==> src/rtl/assert_macros.svh <==
// Assertion macros shared by the laser scan projection RTL.
// No dependencies; include inside a module body.
`ifndef ASSERT_MACROS_SVH
`define ASSERT_MACROS_SVH

// Clocked check, disabled while reset is active
`define LSC_ASSERT(lbl, clk, rstn, prop, msg) \
	lbl: assert property (@(posedge clk) disable iff (!(rstn)) (prop)) \
		else $error(msg);

// Clocked check that also holds during reset
`define LSC_ASSERT_ALWAYS(lbl, clk, prop, msg) \
	lbl: assert property (@(posedge clk) (prop)) else $error(msg);

`endif

==> src/rtl/lsc_pkg.sv <==
// Types and constants for the laser scan to Cartesian points unit.
// No dependencies; imported by every module of the unit.
`default_nettype none

package lsc_pkg;

	localparam int CORDIC_MAX = 24;
	localparam int XY_W       = 18;
	localparam int Z_W        = 32;
	localparam int TRIG_W     = 16;
	localparam int PROD_W     = 33;
	localparam int COORD_W    = 17;
	localparam int DATA_W     = 16;
	localparam int ANGLE_W    = 32;
	localparam int CFG_IDX_W  = 3;

	localparam logic signed [XY_W-1:0]    CORDIC_GAIN = 18'sd19898;
	localparam logic signed [XY_W-1:0]    TRIG_MAX    = 18'sd32767;
	localparam logic signed [PROD_W:0]    COORD_MAX   = 34'sd65535;
	localparam logic signed [PROD_W:0]    ROUND_HALF  = 34'sd16384;

	// Register indexes
	localparam logic [CFG_IDX_W-1:0] REG_ANGLE_START = 3'd0;
	localparam logic [CFG_IDX_W-1:0] REG_ANGLE_STEP  = 3'd1;
	localparam logic [CFG_IDX_W-1:0] REG_ANGLE_END   = 3'd2;
	localparam logic [CFG_IDX_W-1:0] REG_RANGE_LOW   = 3'd3;
	localparam logic [CFG_IDX_W-1:0] REG_RANGE_HIGH  = 3'd4;

	// Arc tangent of 2^-i as a fraction of a full turn (2^32 per turn)
	typedef logic [Z_W-1:0] atan_tab_t [CORDIC_MAX];
	localparam atan_tab_t ATAN_TURN = '{
		32'h20000000, 32'h12E4051E, 32'h09FB385B, 32'h051111D4, 32'h028B0D43,
		32'h0145D7E1, 32'h00A2F61E, 32'h00517C55, 32'h0028BE53, 32'h00145F2F,
		32'h000A2F98, 32'h000517CC, 32'h00028BE6, 32'h000145F3, 32'h0000A2FA,
		32'h0000517D, 32'h000028BE, 32'h0000145F, 32'h00000A30, 32'h00000518,
		32'h0000028C, 32'h00000146, 32'h000000A3, 32'h00000051
	};

	// Configuration register set
	typedef struct packed {
		logic signed [DATA_W-1:0] angle_start;
		logic [DATA_W-1:0]        angle_step;
		logic signed [DATA_W-1:0] angle_end;
		logic [DATA_W-1:0]        range_low;
		logic [DATA_W-1:0]        range_high;
	} lsc_cfg_t;

	// One beam travelling down the rotation chain
	typedef struct packed {
		logic                     pt_valid;
		logic                     flip;
		logic signed [XY_W-1:0]   x;
		logic signed [XY_W-1:0]   y;
		logic signed [Z_W-1:0]    z;
		logic [DATA_W-1:0]        range;
		logic [DATA_W-1:0]        inten;
	} lsc_beam_t;

endpackage

`default_nettype wire

==> src/rtl/lsc_front.sv <==
// Beam angle accumulator, limit checks and quadrant folding.
// Depends on lsc_pkg; feeds the first rotation cell.
`default_nettype none

module lsc_front #(
	parameter logic [15:0] RANGE_MASK = 16'hFFFF,
	parameter logic [15:0] ANGLE_MASK = 16'hFFFF
) (
	input  wire                       clk,
	input  wire                       arst_n,
	input  lsc_pkg::lsc_cfg_t         cfg,
	input  wire                       in_valid,
	output logic                      in_ready,
	input  wire [15:0]                range_mm,
	input  wire [15:0]                echo_intensity,
	input  wire                       scan_start,
	output logic                      out_valid,
	input  wire                       out_ready,
	output lsc_pkg::lsc_beam_t        out_beam
);
	import lsc_pkg::*;

	logic signed [ANGLE_W-1:0] angle_q;
	logic                      valid_q;
	lsc_beam_t                 beam_q;

	logic signed [ANGLE_W:0]   sum_ext;
	logic signed [ANGLE_W-1:0] angle_next;
	logic signed [ANGLE_W-1:0] end_ext;
	logic [DATA_W-1:0]         range_m;
	logic [DATA_W-1:0]         phase16;
	logic                      flip;
	logic                      take;
	lsc_beam_t                 beam_d;

	assign in_ready = !valid_q || out_ready;
	assign take     = in_valid && in_ready;

	// Advance the running angle, or reload angle_start on scan_start, saturating at the top of the 32 bit range
	always_comb begin
		sum_ext = {angle_q[ANGLE_W-1], angle_q} + {{(ANGLE_W+1-DATA_W){1'b0}}, cfg.angle_step};
		if (scan_start) begin
			angle_next = {{(ANGLE_W-DATA_W){cfg.angle_start[DATA_W-1]}}, cfg.angle_start};
		end else if (sum_ext[ANGLE_W] != sum_ext[ANGLE_W-1]) begin
			angle_next = {1'b0, {(ANGLE_W-1){1'b1}}};
		end else begin
			angle_next = sum_ext[ANGLE_W-1:0];
		end
	end

	// Limit checks and folding of the phase into the right half plane
	always_comb begin
		end_ext = {{(ANGLE_W-DATA_W){cfg.angle_end[DATA_W-1]}}, cfg.angle_end};
		range_m = range_mm & RANGE_MASK;
		phase16 = angle_next[DATA_W-1:0] & ANGLE_MASK;
		flip    = phase16[DATA_W-1] ^ phase16[DATA_W-2];

		beam_d.pt_valid = (angle_next <= end_ext) && (range_m > cfg.range_low)
			&& (range_m < cfg.range_high);
		beam_d.flip     = flip;
		beam_d.x        = CORDIC_GAIN;
		beam_d.y        = '0;
		beam_d.z        = {phase16[DATA_W-1] ^ flip, phase16[DATA_W-2:0],
			{(Z_W-DATA_W){1'b0}}};
		beam_d.range    = range_m;
		beam_d.inten    = echo_intensity;
	end

	// Hold the angle between requests
	always_ff @(posedge clk or negedge arst_n) begin
		if (!arst_n) begin
			angle_q <= '0;
			valid_q <= 1'b0;
		end else begin
			if (take) begin
				angle_q <= angle_next;
			end
			if (in_ready) begin
				valid_q <= in_valid;
			end
		end
	end

	always_ff @(posedge clk) begin
		if (take) begin
			beam_q <= beam_d;
		end
	end

	assign out_valid = valid_q;
	assign out_beam  = beam_q;

endmodule

`default_nettype wire

==> config.mk <==
export PLATFORM = sky130hd
export DESIGN_NAME = lsc_front
export DESIGN_NICKNAME = d
export VERILOG_FILES = /design/src/rtl/assert_macros.svh /design/src/rtl/lsc_pkg.sv /design/src/rtl/lsc_front.sv
export SDC_FILE = /design/constraint.sdc
export NUM_CORES = 1
export LEC_CHECK = 0
export BUFFER_PORTS_ARGS = -buffer_cell sky130_fd_sc_hd__buf_4
export CAP_MARGIN = 20
export CORE_UTILIZATION = 51
export DETAILED_ROUTE_END_ITERATION = 12
export GPL_TIMING_DRIVEN = 1
export PLACE_DENSITY = 0.86
export SLEW_MARGIN = 20
export SYNTH_ARGS = -nofsm -noshare
export SYNTH_HDL_FRONTEND = slang
export SYNTH_SLANG_ARGS = --single-unit
==> constraint.sdc <==
create_clock -name clk -period 5.87 [get_ports clk]
set_input_delay 0.8805 -clock clk [delete_from_list [all_inputs] [get_ports clk]]
set_output_delay 0.8805 -clock clk [all_outputs]
set_load 0.03 [all_outputs]
==> impl_metrics.toml <==
[clock_network]
post-cts-setup-buffer-count = 0
cts_max_path_buffers = 2
h-tree-depth = 3
ctsHoldBuffers = 0
ctsRootBufferMaster = "clkbuf_16"
tritoncts_buffer_count = 9
insertion_delay_ps = 350
clk_transition_reported_paths_ps = 70
post_cts_resize_count = 0
cts_tree = "done"
clock-sinks = 82

[die]
initial_utilization = 0.523
design.core.area_um2 = 12000
fp.dieW_um = 113
floorplan.io_pins = 221
design.die.area_um2 = 12700
die_h_um = 113
fp-row-count = 40

[yosys]
netlist_area_um2 = 6250
cell_count_after_synthesis = 660
synth-edff-count = 49
syn_avg_cell_area_um2 = 9.47
synth.yosys.warnings = 0
postSynth.topFlopCell = "edfxtp_1"
ys_async_sr_fraction = 0.402
yosysUniqueCellTypes = 61
sequential_fraction_of_the_synthesis_area = 0.367
ys_ff_latch = 82

[timing]
finalHoldViolCount = 0
setup_tns_ps = 0
post-route-period-util = 0.926
rsz0062_at_grt = "false"
tightestPinTransition_ps = 1060
finalSetupViolations = 0
worst_clock_skew_ps = 11.9
slew-limit-headroom = 0.296
final.min_clock_period_ps = 5430
slew_viol_final = 0
max_clock_freq_ghz = 0.184

[hold_path]
worst_hold_path_type = "primary input to asynchronous set/reset pin"

[pwr]
vdd_drop_max_mv = 0.168
design_power_total_w = 0.00266
powerDensity_nw_per_um2 = 338
cellLeakagePower_nw = 3.71

[layout]
fill_cells = 966
mostFrequentLayoutCells = "buf_4 (183), ha_1 (80), a21oi_1 (72)"
final_net_count = 1032
most_common_cell_after_layout_fill_and_taps_aside = "buf_4"
final_layout_size_suffix_gt1_frac = 0.267
areaGrowthSynthToFinish_pct = 25.8
num_antenna_cells = 0

[global_routing]
grt_pass1_vias = 5241
initial_antenna_violation_count = 0
grt_use_total = 0.262
largest_net_degree_at_the_start_of_global_routing = 86
grt_pass1_wl_um = 26000
globalRouteOverflowTotal = 0

[run_status]
outcome = "finished clean"

[detailed_routing]
routed_via_density = 5.59
drt-pass1-iter-count = 5
detail_route.wl_per_cell_um = 16.6
drc_errors = 0
postRouteAntennaNets = 0
routed_wl_um = 16400
routed-via-count = 5507
1st_iter_drt_viols = 355

[run]
drv.max_cap_violation_count = 0

[setup_path]
setup.worst_path.start_class = "primary input"
maximum_fanout_encountered_on_the_critical_timing_path = 4
crit_required_ps = 5970
crit_type = "primary input to flop"
worstSetupEndpointType = "flop"
worst_ep_arrival_time_ps = 5530

[placed_design]
gp_congestion = 0.922
place.port_buffers = 168
post-dp-hpwl_um = 12600
==> synthesized netlist by cell type, drive strengths merged, types with 4 or more instances <==
| master | number | share of area |
|---|---|---|
| o22ai | 4 | 0.0040 |
| xnor2 | 15 | 0.021 |
| and3 | 4 | 0.0040 |
| inv | 60 | 0.036 |
| a2bb2oi | 17 | 0.024 |
| nor2 | 34 | 0.021 |
| ha | 80 | 0.16 |
| nand2 | 49 | 0.029 |
| a21o | 7 | 0.0084 |
| mux2 | 12 | 0.022 |
| o21ai | 33 | 0.026 |
| xor2 | 14 | 0.020 |
| edfxtp | 49 | 0.24 |
| nor2b | 4 | 0.0040 |
| dfrtp | 33 | 0.13 |
| a21oi | 72 | 0.058 |
| clkbuf | 13 | 0.0078 |
| nand3 | 18 | 0.014 |
| nor3 | 10 | 0.0088 |
| nand4 | 10 | 0.010 |
| buf | 57 | 0.068 |
| o211ai | 12 | 0.015 |
| nand2b | 5 | 0.0050 |
==> report_power, final <==
part / internal, W / leakage [nW] / total [W] / switching, W
clock: 0.000418 / 0.167 / 0.000664 / 0.000246
combinational: 0.000485 / 2.72 / 0.00120 / 0.000713
sequential: 0.000726 / 0.826 / 0.000799 / 0.0000723
==> cell families after synthesis <==
logic type | count (synthesis) | share of synthesized area
buffers and inverters | 130 | 0.112
adders and majority gates | 81 | 0.163
xor gates and xnor gates | 29 | 0.0406
AOI/OAI and AO/OA | 179 | 0.185
other | 2 | 0.00120
DFF | 82 | 0.367
muxes | 12 | 0.0216
and+or+nand+nor | 145 | 0.109
==> layer usage <==
metal	up-vias	track usage	wire (µm)
li1	2633	-	-
met5	-	0	0
met4	0	0.0942	330
met1	2563	0.299	6360
met3	28	0.0734	1590
met2	283	0.469	8080
==> critical path, stage by stage <==
cell       delay, ps
buf_4            100
ha_1             160
inv_1             60
fa_1             390
nor2b_1          170
o2111ai_1        150
a211oi_1         330
o31a_1           260
o21ai_0          160
o21a_1           220
ha_1             340
or2_2            350
o22ai_1          220
inv_1            110
ha_1             330
nand4_1          180
nor4_1           340
a21bo_2          280
o211ai_1         130
a211o_1          180
xnor2_1          110
a21oi_1           80
==> stage by stage <==
stage               setup WS [ps]  cell area (µm²)  hold slack [ps]  instances  utilization
floorplan                     297             6440              450        710            -
global placement              296             7520              465        970        0.629
detailed placement            111             7520              473        970        0.629
CTS                           464             7870              489        986        0.658
global route                 98.2             7870              512        986        0.658
finish                        437             7870              473        986        0.658
==> layout make-up <==
| cell class | count | area [µm²] | share of cell area |
|---|---|---|---|
| Timing Repair Buffer | 183 | 1370 | 0.175 |
| Sequential cell | 82 | 2300 | 0.292 |
| Clock buffer | 10 | 229 | 0.0291 |
| Inverter | 60 | 226 | 0.0288 |
| Tap cell | 147 | 184 | 0.0234 |
| Multi-Input combinational cell | 498 | 3440 | 0.438 |
| Clock inverter | 6 | 113 | 0.0143 |
==> path summary, 6_finish.rpt <==
kind | slack, ps | to | cells after the start | start
hold reg to reg | 480 | angle_q[14]$_DFFE_PN0P_ | 2 | angle_q[14]$_DFFE_PN0P_
hold / removal | 470 | angle_q[10]$_DFFE_PN0P_ | 1 | arst_n
setup reg to reg | 710 | out_beam[101]$_DFFE_PP_ | 21 | angle_q[0]$_DFFE_PN0P_
max in group asynchronous | 5040 | angle_q[17]$_DFFE_PN0P_ | 1 | arst_n
setup / recovery | 440 | out_beam[101]$_DFFE_PP_ | 22 | cfg[48]
min in group clk | 480 | angle_q[14]$_DFFE_PN0P_ | 2 | angle_q[14]$_DFFE_PN0P_
==> flip-flops by register name, indices dropped and copies added, names as in the netlist <==
name       cells
out_valid      1
angle_q       32
out_beam      49
No activity file was read; power rests on OpenSTA's default activity.
