**src/rtl/assert_macros.svh**
```systemverilog
// Assertion macros shared by the laser scan projection RTL.
// No dependencies; include inside a module body.
`ifndef ASSERT_MACROS_SVH
`define ASSERT_MACROS_SVH

// Clocked check, disabled while reset is active
`define LSC_ASSERT(lbl, clk, rstn, prop, msg) \
	lbl: assert property (@(posedge clk) disable iff (!(rstn)) (prop)) \
		else $error(msg);

// Clocked check that also holds during reset
`define LSC_ASSERT_ALWAYS(lbl, clk, prop, msg) \
	lbl: assert property (@(posedge clk) (prop)) else $error(msg);

`endif

```
**src/rtl/lsc_pkg.sv**
```systemverilog
// Types and constants for the laser scan to Cartesian points unit.
// No dependencies; imported by every module of the unit.
`default_nettype none

package lsc_pkg;

	localparam int CORDIC_MAX = 24;
	localparam int XY_W       = 18;
	localparam int Z_W        = 32;
	localparam int TRIG_W     = 16;
	localparam int PROD_W     = 33;
	localparam int COORD_W    = 17;
	localparam int DATA_W     = 16;
	localparam int ANGLE_W    = 32;
	localparam int CFG_IDX_W  = 3;

	localparam logic signed [XY_W-1:0]    CORDIC_GAIN = 18'sd19898;
	localparam logic signed [XY_W-1:0]    TRIG_MAX    = 18'sd32767;
	localparam logic signed [PROD_W:0]    COORD_MAX   = 34'sd65535;
	localparam logic signed [PROD_W:0]    ROUND_HALF  = 34'sd16384;

	// Register indexes
	localparam logic [CFG_IDX_W-1:0] REG_ANGLE_START = 3'd0;
	localparam logic [CFG_IDX_W-1:0] REG_ANGLE_STEP  = 3'd1;
	localparam logic [CFG_IDX_W-1:0] REG_ANGLE_END   = 3'd2;
	localparam logic [CFG_IDX_W-1:0] REG_RANGE_LOW   = 3'd3;
	localparam logic [CFG_IDX_W-1:0] REG_RANGE_HIGH  = 3'd4;

	// Arc tangent of 2^-i as a fraction of a full turn (2^32 per turn)
	typedef logic [Z_W-1:0] atan_tab_t [CORDIC_MAX];
	localparam atan_tab_t ATAN_TURN = '{
		32'h20000000, 32'h12E4051E, 32'h09FB385B, 32'h051111D4, 32'h028B0D43,
		32'h0145D7E1, 32'h00A2F61E, 32'h00517C55, 32'h0028BE53, 32'h00145F2F,
		32'h000A2F98, 32'h000517CC, 32'h00028BE6, 32'h000145F3, 32'h0000A2FA,
		32'h0000517D, 32'h000028BE, 32'h0000145F, 32'h00000A30, 32'h00000518,
		32'h0000028C, 32'h00000146, 32'h000000A3, 32'h00000051
	};

	// Configuration register set
	typedef struct packed {
		logic signed [DATA_W-1:0] angle_start;
		logic [DATA_W-1:0]        angle_step;
		logic signed [DATA_W-1:0] angle_end;
		logic [DATA_W-1:0]        range_low;
		logic [DATA_W-1:0]        range_high;
	} lsc_cfg_t;

	// One beam travelling down the rotation chain
	typedef struct packed {
		logic                     pt_valid;
		logic                     flip;
		logic signed [XY_W-1:0]   x;
		logic signed [XY_W-1:0]   y;
		logic signed [Z_W-1:0]    z;
		logic [DATA_W-1:0]        range;
		logic [DATA_W-1:0]        inten;
	} lsc_beam_t;

endpackage

`default_nettype wire

```
**src/rtl/lsc_cordic_cell.sv**
```systemverilog
// One rotation cell of the CORDIC chain, shift and arc tangent set by IDX.
// Depends on lsc_pkg; cells are chained in the top level.
`default_nettype none

module lsc_cordic_cell #(
	parameter int IDX = 0
) (
	input  wire                 clk,
	input  wire                 arst_n,
	input  wire                 in_valid,
	output logic                in_ready,
	input  lsc_pkg::lsc_beam_t  in_beam,
	output logic                out_valid,
	input  wire                 out_ready,
	output lsc_pkg::lsc_beam_t  out_beam
);
	import lsc_pkg::*;

	localparam logic signed [Z_W-1:0] ATAN = ATAN_TURN[IDX];

	logic                   valid_q;
	lsc_beam_t              beam_q;
	lsc_beam_t              beam_d;
	logic signed [XY_W-1:0] dx;
	logic signed [XY_W-1:0] dy;

	assign in_ready = !valid_q || out_ready;

	// Rotate toward the residual phase
	always_comb begin
		dx     = in_beam.y >>> IDX;
		dy     = in_beam.x >>> IDX;
		beam_d = in_beam;
		if (!in_beam.z[Z_W-1]) begin
			beam_d.x = in_beam.x - dx;
			beam_d.y = in_beam.y + dy;
			beam_d.z = in_beam.z - ATAN;
		end else begin
			beam_d.x = in_beam.x + dx;
			beam_d.y = in_beam.y - dy;
			beam_d.z = in_beam.z + ATAN;
		end
	end

	always_ff @(posedge clk or negedge arst_n) begin
		if (!arst_n) begin
			valid_q <= 1'b0;
		end else if (in_ready) begin
			valid_q <= in_valid;
		end
	end

	always_ff @(posedge clk) begin
		if (in_valid && in_ready) begin
			beam_q <= beam_d;
		end
	end

	assign out_valid = valid_q;
	assign out_beam  = beam_q;

endmodule

`default_nettype wire

```
**config.mk**
```make
export PLATFORM = sky130hd
export DESIGN_NAME = lsc_cordic_cell
export DESIGN_NICKNAME = d
export VERILOG_FILES = /design/src/rtl/assert_macros.svh /design/src/rtl/lsc_pkg.sv /design/src/rtl/lsc_cordic_cell.sv
export SDC_FILE = /design/constraint.sdc
export NUM_CORES = 1
export LEC_CHECK = 0
export ABC_CLOCK_PERIOD_IN_PS = 3800
export BUFFER_PORTS_ARGS = -buffer_cell sky130_fd_sc_hd__buf_2
export CORE_MARGIN = 2
export CORE_UTILIZATION = 52
export CTS_BUF_LIST = sky130_fd_sc_hd__clkbuf_8
export DETAILED_ROUTE_END_ITERATION = 6
export PLACE_DENSITY = 0.83
export SLEW_MARGIN = 20
export SYNTH_ARGS = -nofsm -noshare
export SYNTH_HDL_FRONTEND = slang
export SYNTH_SLANG_ARGS = --single-unit
```
**constraint.sdc**
```tcl
create_clock -name clk -period 3.8 [get_ports clk]
set_input_delay 0.19 -clock clk [delete_from_list [all_inputs] [get_ports clk]]
set_output_delay 0.19 -clock clk [all_outputs]
set_load 0.1 [all_outputs]
```
==> results of run 1 <==
-- where the power goes --
part           total (mW)  internal, mW  switching, mW  leakage [nW]
logic                1.34         0.319           1.02          2.41
registers            1.38          1.36         0.0279         0.973
clock network       0.731         0.348          0.383         0.107
total                3.45          2.02           1.43          3.49
-- cells by family (layout without fill, tap and decap cells) --
family                     after synthesis  count (layout)  share of synthesized area
AOI/OAI and AO/OA                      147             147                      0.161
DFF                                    102             102                      0.520
and+or+nand+nor                        101             101                     0.0849
buffers and inverters                   77             345                     0.0515
adders and majority gates               55              55                      0.122
xor gates and xnor gates                33              33                     0.0491
muxes                                    7               7                     0.0119
other                                    0               1                          0
-- critical path: stages --
cell and delay, ns:
buf_2 0.10, inv_1 0.04, ha_1 0.48, a21oi_1 0.22, nand2_1 0.11, a41o_1 0.27
a31oi_1 0.47, nor4_1 0.14, nor4_2 0.32, xnor2_1 0.09
-- placed cells by master (no fill, tap or decap), types with 4 or more instances in the layout --
| cell type | count |
|---|---|
| nor4_1 | 5 |
| o21ai_0 | 23 |
| nand2_1 | 24 |
| a211oi_1 | 5 |
| o31ai_1 | 7 |
| buf_2 | 209 |
| a21o_1 | 9 |
| o211ai_1 | 8 |
| o21ai_1 | 9 |
| edfxtp_1 | 101 |
| nor2_1 | 27 |
| ha_1 | 51 |
| clkbuf_8 | 11 |
| a21oi_1 | 54 |
| nand3_1 | 10 |
| inv_1 | 53 |
| or3_1 | 5 |
| mux2i_1 | 7 |
| nor3_1 | 8 |
| dlygate4sd3_1 | 62 |
| fa_1 | 4 |
| o21bai_1 | 5 |
| nand2b_1 | 6 |
| xnor2_1 | 31 |
-- per-layer routing --
layer / part of all wire / track usage / up-vias / routed length [um]
li1: - / - / 2404 / -
met1: 0.39 / 0.381 / 2511 / 7360
met2: 0.49 / 0.499 / 282 / 9180
met3: 0.085 / 0.0623 / 36 / 1590
met4: 0.028 / 0.124 / 0 / 520
met5: 0 / 0 / - / 0
-- registers in the layout, indices dropped and copies added, names as in the netlist --
register and flops:
out_beam 101, out_valid 1
-- worst max path at each step --
| stage | startpoint | end | slack, ns | cells after the start |
|---|---|---|---|---|
| global placement | in_beam[69] | out_beam[98] | 1.14 | 10 |
| finish | in_beam[69] | out_beam[98] | 1.46 | 10 |
| floorplan | out_valid | out_beam[0] | 0.29 | 2 |
| global route | in_beam[69] | out_beam[98] | 1.22 | 10 |
| CTS | in_beam[69] | out_beam[98] | 1.51 | 10 |
| detailed placement | in_beam[69] | out_beam[98] | 1.10 | 10 |
-- area by class of cell --
class | count | area share
Timing Repair Buffer | 274 | 0.215
Clock inverter | 5 | 0.00811
Sequential cell | 102 | 0.388
Inverter | 55 | 0.0262
Multi-Input combinational cell | 343 | 0.321
Antenna cell | 1 | 0.000318
Clock buffer | 11 | 0.0192
Tap cell | 140 | 0.0223
-- stage by stage --
stage / std cells / total power, mW / util
2_1_floorplan: 522 / 2.40 / -
3_3_place_gp: 852 / 2.65 / 0.643
3_5_place_dp: 852 / 2.67 / 0.643
4_1_cts: 921 / 3.43 / 0.711
5_1_grt: 931 / 3.57 / 0.720
6_report: 931 / 3.45 / 0.720
-- timing repair --
item | CTS | global route
setup endpoints to repair | 0 | 0
endpoints found under the hold margin | 53 | 9
hold buffers | 53 | 9
==> summary.txt, run 1 <==
Synth
  – Post-synthesis cell count: 522
  – Share of flip-flops with an asynchronous set or reset: 0.00980
  – Most common cell in the netlist: edfxtp_1
  – Top FF cell, synth: edfxtp_1
  – Net Count, Synth: 683
  – Top cells by count, synth: edfxtp_1, a21oi_1, inv_1
  – Register area share after synthesis: 0.520
  – Unique masters post-synth: 60
  – Area contributors post-synth: edfxtp_1, ha_1, xnor2_1
  – Flops & latches, synth: 102
  – Mean post-synth cell area: 11.3 um^2
  – EDFF count, synth: 101
  – Netlist Area Pre-Place: 5880 um^2
  – Yosys top cell by area: edfxtp_1
  – Yosys top cell area share: 0.516
  – Yosys warns: 0

CTS
  – Postcts setup bufs: 0
  – CTS Root Cell: clkbuf_8
  – Clk slew on worst S/H paths: 0.10 ns
  – CTS tree: built
  – # clock sinks: 102
  – Post-CTS resize count: 0
  – CTS Buf Count: 9
  – H-tree Lvls: 3
  – Clock buffer depth: 2
  – Clock latency on the worst-skew pair: 0.36 ns

STA
  – Hold Fails Final Rpt: 0
  – Achievable Freq: approximately 0.43 GHz
  – Final period utilization: 0.615
  – Post-route setup slack: 1.46 ns
  – Clk_skew: roughly 0.014 ns
  – Number of setup violations in the final report: 0
  – Worst Hold Margin: 0.0366 ns
  – Crit path time final: between 2 and 2.5 ns
  – Setup TNS: 0 ns
  – Worst-Margin Slew: 0.810 ns
  – Max-slew violations: 0
  – Max_slew headroom: 0.460
  – Unrepaired setup endpoints after global routing: no

Drt
  – Antenna Nets Post-Route: 0
  – Via count: 5233
  – Wirelength per Cell: between 20 and 25 um
  – Initial DRC count: 601
  – DRC: 0
  – First-pass DRT Iterations: 5
  – Final wirelength: 18.7 mm
  – Vias per cell: 5.62

Min path
  – Hold crit path type: in -> reg
  – Hold_sp: in_beam[0]
  – Hold depth: 1
  – Worst Hold End: out_beam[0]

Cells and area
  – Area of the multi-input gates: 2520 um^2
  – Register area: 3060 um^2
  – Final #Nets: ~950
  – Area Growth Syn to Fin: 33.8%
  – Finished Cell Area: 7870 um^2
  – Layout cell share with drive strength beyond 1: 0.300
  – Fillers: 784

Global routing
  – First-pass GRT wire length: 26.9 mm
  – Vias in the first global route: 5018
  – Gr usage total: 0.299
  – Largest net degree at the start of global routing: 51
  – Antenna violations before repair: 1
  – Total gr overflow: 0

Floorplan
  – Effective utilization at floorplan: 0.538
  – Num ports: 210
  – CORE AREA: 10900 um^2
  – Die extent in y: between 100 and 150 um
  – Die area: 12200 um^2
  – DIE WIDTH: 110 um
  – # rows: 38

Place
  – I/O Buffers: 209
  – Worst slack at placement: 1.10 ns
  – Global placement routability congestion: 0.938
  – Placed cell area: 7030 um^2
  – Dpl hpwl: 13.3 mm

Flow run
  – Max cap viols: 0

Critical path
  – Worst Reg-to-Reg Cells: 3
  – WP data arrival: approximately 2.4 ns
  – Critical Path End Type: flop
  – R2r startpoint: out_valid
  – Crit path launch type: primary input
  – Req. time, crit path: 3.91 ns
  – Reg2reg end: out_beam[93]
  – Worst-path maximum fanout: 13
  – FF-to-FF setup slack: about 1.9 ns
  – Crit Path Class: in -> reg

Power and ir drop
  – Worst vdd ir: 0.000334 V
  – Pwr dens: 438 nW/um^2
  – Pleak: 3.49 nW

Status
  – Status: finished, final reports clean
No activity file was read; power rests on OpenSTA's default activity.
==> run 2, diff against run 1 <==
--- a/config.mk
+++ b/config.mk
@@ -5,7 +5,7 @@
 export SDC_FILE = /design/constraint.sdc
 export NUM_CORES = 1
 export LEC_CHECK = 0
-export ABC_CLOCK_PERIOD_IN_PS = 3800
+export ABC_CLOCK_PERIOD_IN_PS = 2300
 export BUFFER_PORTS_ARGS = -buffer_cell sky130_fd_sc_hd__buf_2
 export CORE_MARGIN = 2
 export CORE_UTILIZATION = 52
==> constraint.sdc (replaced) <==
create_clock -name clk -period 2.3 [get_ports clk]
set_input_delay 0.115 -clock clk [delete_from_list [all_inputs] [get_ports clk]]
set_output_delay 0.115 -clock clk [all_outputs]
set_load 0.1 [all_outputs]
==> summary.txt, run 2 (synthesis results as in run 1) <==
Status
  – Status: finished, final reports clean

Critical path
  – WP data arrival: 2.13 ns (-0.31 ns)
  – CP max stage cell: a31oi_1
  – Crit path launch type: primary input
  – Critical Path End Type: flop
  – Max stage delay on crit path: 0.39 ns (-0.09 ns)
  – Req. time, crit path: 2.41 ns (-1.50 ns)
  – Worst-path maximum fanout: 7 (-6)
  – Critical-path cell list: buf_2 > inv_1 > ha_1 > a21oi_1 > nand2_1 > a41o_1 > a31oi_1 > nor4_1 > nor4_2 > xnor2_1
  – Crit Path Class: in -> reg

Drt
  – First-pass DRT Iterations: 5 (unchanged)
  – Via count: 5434 (+3.8%)
  – DRC: 0 (unchanged)
  – Initial DRC count: 531 (-12%)
  – Vias per cell: 5.50 (-2.1%)
  – Antenna Nets Post-Route: 0 (unchanged)
  – Wirelength per Cell: 19.0 um (-5.2%)
  – Final wirelength: 18.8 mm (+0.56%)

STA
  – Worst-Margin Slew: 0.621 ns (-0.189 ns)
  – Number of setup violations in the final report: 0 (unchanged)
  – Max_slew headroom: 0.586 (+0.126)
  – Achievable Freq: 0.495 GHz
  – Final period utilization: 0.879
  – Crit path time final: 2.02 ns
  – Hold Fails Final Rpt: 0 (unchanged)
  – Unrepaired setup endpoints after global routing: no
  – Clk_skew: 0.00796 ns (-0.00599 ns)
  – Worst Hold Margin: 0.0355 ns (-0.00112 ns)
  – Max-slew violations: 0 (unchanged)

Floorplan
  – Die extent in y: 110 um (unchanged)
  – Die area: 12200 um^2 (unchanged)
  – # rows: 38 (unchanged)
  – Effective utilization at floorplan: 0.538 (unchanged)
  – DIE WIDTH: 110 um (unchanged)
  – CORE AREA: 10900 um^2 (unchanged)
  – Num ports: 210 (unchanged)

Cells and area
  – Largest register FFs: 101 (unchanged)
  – Most common cell after layout, fill and taps aside: buf_2
  – Most frequent cells in the layout: buf_2, edfxtp_1, dlygate4sd3_1, buf_4, a21oi_1
  – Fillers: 738 (-5.9%)
  – Final #Nets: 1003 (+6.0%)
  – Area Growth Syn to Fin: 41.3%
  – Finished Cell Area: 8310 um^2 (+5.6%)
  – Layout cell share with drive strength beyond 1: 0.346 (+0.0459)

Place
  – I/O Buffers: 209 (unchanged)
  – Placed cell area: 7460 um^2 (+6.1%)
  – Global placement routability congestion: 0.928 (-1.1%)
  – Dpl hpwl: 13.5 mm (+1.2%)

CTS
  – Post-CTS resize count: 0 (unchanged)
  – Clock latency on the worst-skew pair: 0.36 ns (about the same)
  – # clock sinks: 102 (unchanged)
  – Postcts setup bufs: 0 (unchanged)
  – Clk slew on worst S/H paths: 0.09 ns (about the same)
  – CTS Buf Count: 9 (unchanged)
  – CTS tree: built
  – Clock buffer depth: 2 (unchanged)
  – CTS Root Cell: clkbuf_8
  – Hold Buf Count CTS: 65 (+23%)
  – H-tree Lvls: 3 (unchanged)

Global routing
  – Antenna violations before repair: 1 (unchanged)
  – Gr usage total: 0.305 (+0.00597)
  – Total gr overflow: 0 (unchanged)
  – Vias in the first global route: 5167 (+3.0%)
  – Largest net degree at the start of global routing: 54 (+5.9%)
  – First-pass GRT wire length: 27.5 mm (+2.1%)

Power and ir drop
  – Pwr dens: 693 nW/um^2 (+58%)
  – Logic pwr share: 0.407 (+0.020)
  – Reg power frac: 0.396 (-0.005)
  – Switching Share: 0.412 (-0.00134)
  – Clock Power Share: 0.197 (-0.015)
  – Worst vdd ir: 0.000512 V (+53%)
  – Pleak: 3.77 nW (+8.0%)
  – NetSw: 2.37 mW (+66%)
  – Final Power: 5.76 mW (+67%)
  – Cell Int Power: 3.39 mW (+67%)

Flow run
  – Max cap viols: 0 (unchanged)

Min path
  – Hold crit path type: in -> reg
-- run 2: cell types whose count changed in the layout (fill, tap and decap cells not counted), sizes merged --
cell         previous run  this run
clkinv                  1         6
buf                   212       266
dlygate4sd3            62        65
inv                    57        55
clkbuf                 11         9
clkinvlp                1         0
-- run 2: layout make-up --
cell class	count	area [um^2]	area share
clock buffer	9	124	0.0149
clock inverter	7	73.8	0.00888
multi-input combinational	343	2530	0.305
timing repair buffer	331	2140	0.257
antenna	1	2.50	0.000301
sequential	102	3060	0.368
tap	140	175	0.0211
inverter	55	206	0.0248
-- run 2: power by group through the flow --
stage / Combinational, mW / Clock [mW] / Sequential [mW]
floorplan: 0.660 / 0 / 3.31
global placement: 2.20 / 0 / 2.31
detailed placement: 2.22 / 0 / 2.32
CTS: 2.32 / 1.14 / 2.28
global route: 2.46 / 1.21 / 2.29
finish: 2.34 / 1.13 / 2.28
-- run 2: final timing paths --
kind | start | endpoint | slack (ns) | cells past startpoint
setup / recovery | in_beam[69] | out_beam[98] | 0.28 | 10
hold / removal | in_beam[61] | out_beam[61] | 0.04 | 2
min in group asynchronous | arst_n | out_valid | 0.06 | 2
setup reg to reg | out_valid | out_beam[95] | 0.73 | 3
hold reg to reg | out_valid | out_valid | 0.60 | 2
max in group asynchronous | arst_n | out_valid | 2.13 | 2
-- run 2: metrics by stage --
stage	TNS (ns)	setup slack (ns)	cells	utilization
final	0	0.279	988	0.760
after detailed placement	-0.245	-0.0664	906	0.682
after floorplan	0	0.0863	522	-
after global routing	0	0.153	988	0.760
after CTS	0	0.330	987	0.760
after global placement	-0.000159	-0.000159	906	0.682
-- run 2: critical path: cells and delay by family --
family / cells / cell delay, ns
xor+xnor: 1 / 0.10
simple gates: 3 / 0.58
buf+inv: 2 / 0.14
fa+ha+maj: 1 / 0.37
compound gates: 3 / 0.83
-- run 2: metal layers --
metal / wire length (um) / vias to the layer above / track usage
li1: - / 2514 / -
met5: 0 / - / 0
met4: 522 / 0 / 0.104
met2: 9270 / 329 / 0.528
met1: 7400 / 2551 / 0.390
met3: 1560 / 40 / 0.0494
==> run 3, diff against run 2 <==
--- a/config.mk
+++ b/config.mk
@@ -5,14 +5,15 @@
 export SDC_FILE = /design/constraint.sdc
 export NUM_CORES = 1
 export LEC_CHECK = 0
-export ABC_CLOCK_PERIOD_IN_PS = 2300
+export ABC_CLOCK_PERIOD_IN_PS = 1840
 export BUFFER_PORTS_ARGS = -buffer_cell sky130_fd_sc_hd__buf_2
+export CORE_ASPECT_RATIO = 1.75
 export CORE_MARGIN = 2
-export CORE_UTILIZATION = 52
+export CORE_UTILIZATION = 47
 export CTS_BUF_LIST = sky130_fd_sc_hd__clkbuf_8
 export DETAILED_ROUTE_END_ITERATION = 6
-export PLACE_DENSITY = 0.83
-export SLEW_MARGIN = 20
+export PLACE_DENSITY = 0.79
+export SLEW_MARGIN = 10
 export SYNTH_ARGS = -nofsm -noshare
 export SYNTH_HDL_FRONTEND = slang
 export SYNTH_SLANG_ARGS = --single-unit
==> constraint.sdc (replaced) <==
create_clock -name clk -period 1.84 [get_ports clk]
set_input_delay 0.092 -clock clk [delete_from_list [all_inputs] [get_ports clk]]
set_output_delay 0.092 -clock clk [all_outputs]
set_load 0.1 [all_outputs]
==> summary.txt, run 3 (synthesis results as in run 1) <==
Cells and area
  – Layout cell share with drive strength beyond 1: 0.432 (+0.0860)
  – Finished Cell Area: 9210 um^2 (+11%)
  – Fillers: 836 (+13%)
  – Largest register FFs: 101 (unchanged)
  – Post-Route Utilization: 0.744 (-0.0155)
  – Post-Layout Cell Count: 1101 (+11%)
  – Most frequent cells in the layout: buf_2, buf_4, edfxtp_1, dlygate4sd3_1, inv_1
  – Area Growth Syn to Fin: 56.5%
  – Ant diodes: 0 (-1)
  – Most common cell after layout, fill and taps aside: buf_2
  – Final #Nets: 1089 (+8.6%)

Critical path
  – Max stage delay on crit path: 0.42 ns (+0.03 ns)
  – Critical Path End Type: flop
  – Crit Path Class: in -> reg
  – Critical-path cell list: buf_6 > ha_4 > fa_2 > nand2b_4 > a211oi_4 > o311ai_4 > a21oi_4 > a21boi_2 > o21ai_1 > xnor2_1
  – Worst-path maximum fanout: 5 (-2)
  – Crit path launch type: primary input
  – Top Family by Delay on Critical Path: compound AO/OA/AOI/OAI gates
  – Crit path buffers/inverters: 1 (-1)
  – Req. time, crit path: 1.98 ns (-0.43 ns)
  – WP data arrival: 1.91 ns (-0.22 ns)
  – CP max stage cell: o311ai_4

Global routing
  – First-pass GRT wire length: 31.4 mm (+14%)
  – Gr usage total: 0.308 (+0.00292)
  – Total gr overflow: 0 (unchanged)
  – Gr busiest metal: met2
  – Antenna violations before repair: 0 (-1)
  – Vias in the first global route: 6119 (+18%)
  – Largest net degree at the start of global routing: 40 (-26%)
  – Met3 Resource Use GR: 0.0549 (+0.00548)
  – Met2 usage: 0.573 (+0.0444)
  – GR Layer Usage met1: 0.314 (-0.0762)

Power and ir drop
  – Pleak: 4.21 nW (+12%)
  – Worst vdd ir: 0.000546 V (+6.6%)
  – Final Power: 7.46 mW (+29%)
  – Pwr dens: 810 nW/um^2 (+17%)

Place
  – Worst slack at placement: -0.415 ns (-0.349 ns)
  – Placed cell area: 8270 um^2 (+11%)
  – DP Cell Count: 1016 (+12%)
  – I/O Buffers: 209 (unchanged)
  – Dpl hpwl: 15.3 mm (+14%)
  – Global placement routability congestion: 0.914 (-1.5%)

Min path
  – Hold crit path type: in -> reg

CTS
  – Clk slew on worst S/H paths: 0.10 ns (about the same)
  – CTS Buf Count: 9 (unchanged)
  – # clock sinks: 102 (unchanged)
  – H-tree Lvls: 3 (unchanged)
  – CTS Root Cell: clkbuf_8
  – CTS tree: built
  – Clock latency on the worst-skew pair: 0.37 ns (about the same)
  – Clock buffer depth: 2 (unchanged)

Status
  – Status: finished, final reports clean

Flow run
  – Max cap viols: 0 (unchanged)

STA
  – Worst-Margin Slew: 0.536 ns (-0.0853 ns)
  – Crit path time final: 1.77 ns
  – Max-slew violations: 0 (unchanged)
  – Worst Hold Margin: 0.0338 ns (-0.00170 ns)
  – Achievable Freq: 0.564 GHz
  – Number of setup violations in the final report: 0 (unchanged)
  – Max_slew headroom: 0.645 (+0.0593)
  – Final period utilization: 0.964
  – Clk_skew: 0.00928 ns (+0.00132 ns)
  – Setup TNS: 0 ns (unchanged)
  – Post-route setup slack: 0.0656 ns (-0.214 ns)
  – Hold Fails Final Rpt: 0 (unchanged)

Drt
  – Vias per cell: 5.23 (-4.9%)
  – DRC: 0 (unchanged)
  – Initial DRC count: 329 (-38%)
  – First-pass DRT Iterations: 5 (unchanged)
  – Antenna Nets Post-Route: 0 (unchanged)
  – Via count: 5756 (+5.9%)
  – Wirelength per Cell: 18.8 um (-0.77%)
  – Final wirelength: 20.7 mm (+11%)

Floorplan
  – Num ports: 210 (unchanged)
  – # rows: 54 (+42%)
  – DIE WIDTH: 88.6 um (-20%)
  – Die area: 13500 um^2 (+11%)
  – Die extent in y: 152 um (+38%)
  – CORE AREA: 12400 um^2 (+13%)
  – Effective utilization at floorplan: 0.476 (-0.0622)
run 3: where the power goes:
part / switching [mW] / total (mW) / internal, mW
Sequential: 0.0658 / 2.87 / 2.80
Combinational: 2.21 / 3.21 / 0.997
Clock: 0.855 / 1.38 / 0.527
Total: 3.13 / 7.46 / 4.33
run 3: repair_timing:
action                                 CTS  global route
pin swaps                                0            12
cloned                                   0             0
setup buffers                            0             2
hold buffers                            67             0
resized for setup                        1            17
setup endpoints to repair                2            13
endpoints found under the hold margin   66             0
run 3: final timing paths:
kind,startpoint,to,slack (ns),cells after the start
worst max-delay path,in_beam[82],out_beam[76],0.07,10
worst min-delay path,out_ready,out_valid,0.03,3
worst max register to register,out_valid,out_beam[75],0.37,3
worst min register to register,out_valid,out_valid,0.63,2
max in group asynchronous,arst_n,out_valid,1.13,3
min in group asynchronous,arst_n,out_valid,0.57,3
run 3: worst reg2reg max path: cells and delay by family (launching register included):
kind,cells,cell delay (ns)
buffers and inverters,1,0.27
DFF,1,0.51
and+or+nand+nor,2,0.38
run 3: cell type report:
type / count / area [um^2] / area share
Sequential cell: 102 / 3060 / 0.333
Clock buffer: 9 / 124 / 0.0135
Multi-Input combinational cell: 343 / 2700 / 0.293
Inverter: 55 / 209 / 0.0227
Timing Repair Buffer: 417 / 2840 / 0.308
Tap cell: 168 / 210 / 0.0228
Clock inverter: 7 / 61.3 / 0.00666
run 3: layer usage:
| metal | up-vias | part of all wire |
|---|---|---|
| met2 | 301 | 0.54 |
| met1 | 2685 | 0.33 |
| met4 | 0 | 0.061 |
| met3 | 81 | 0.061 |
| li1 | 2689 | - |
| met5 | - | 0 |
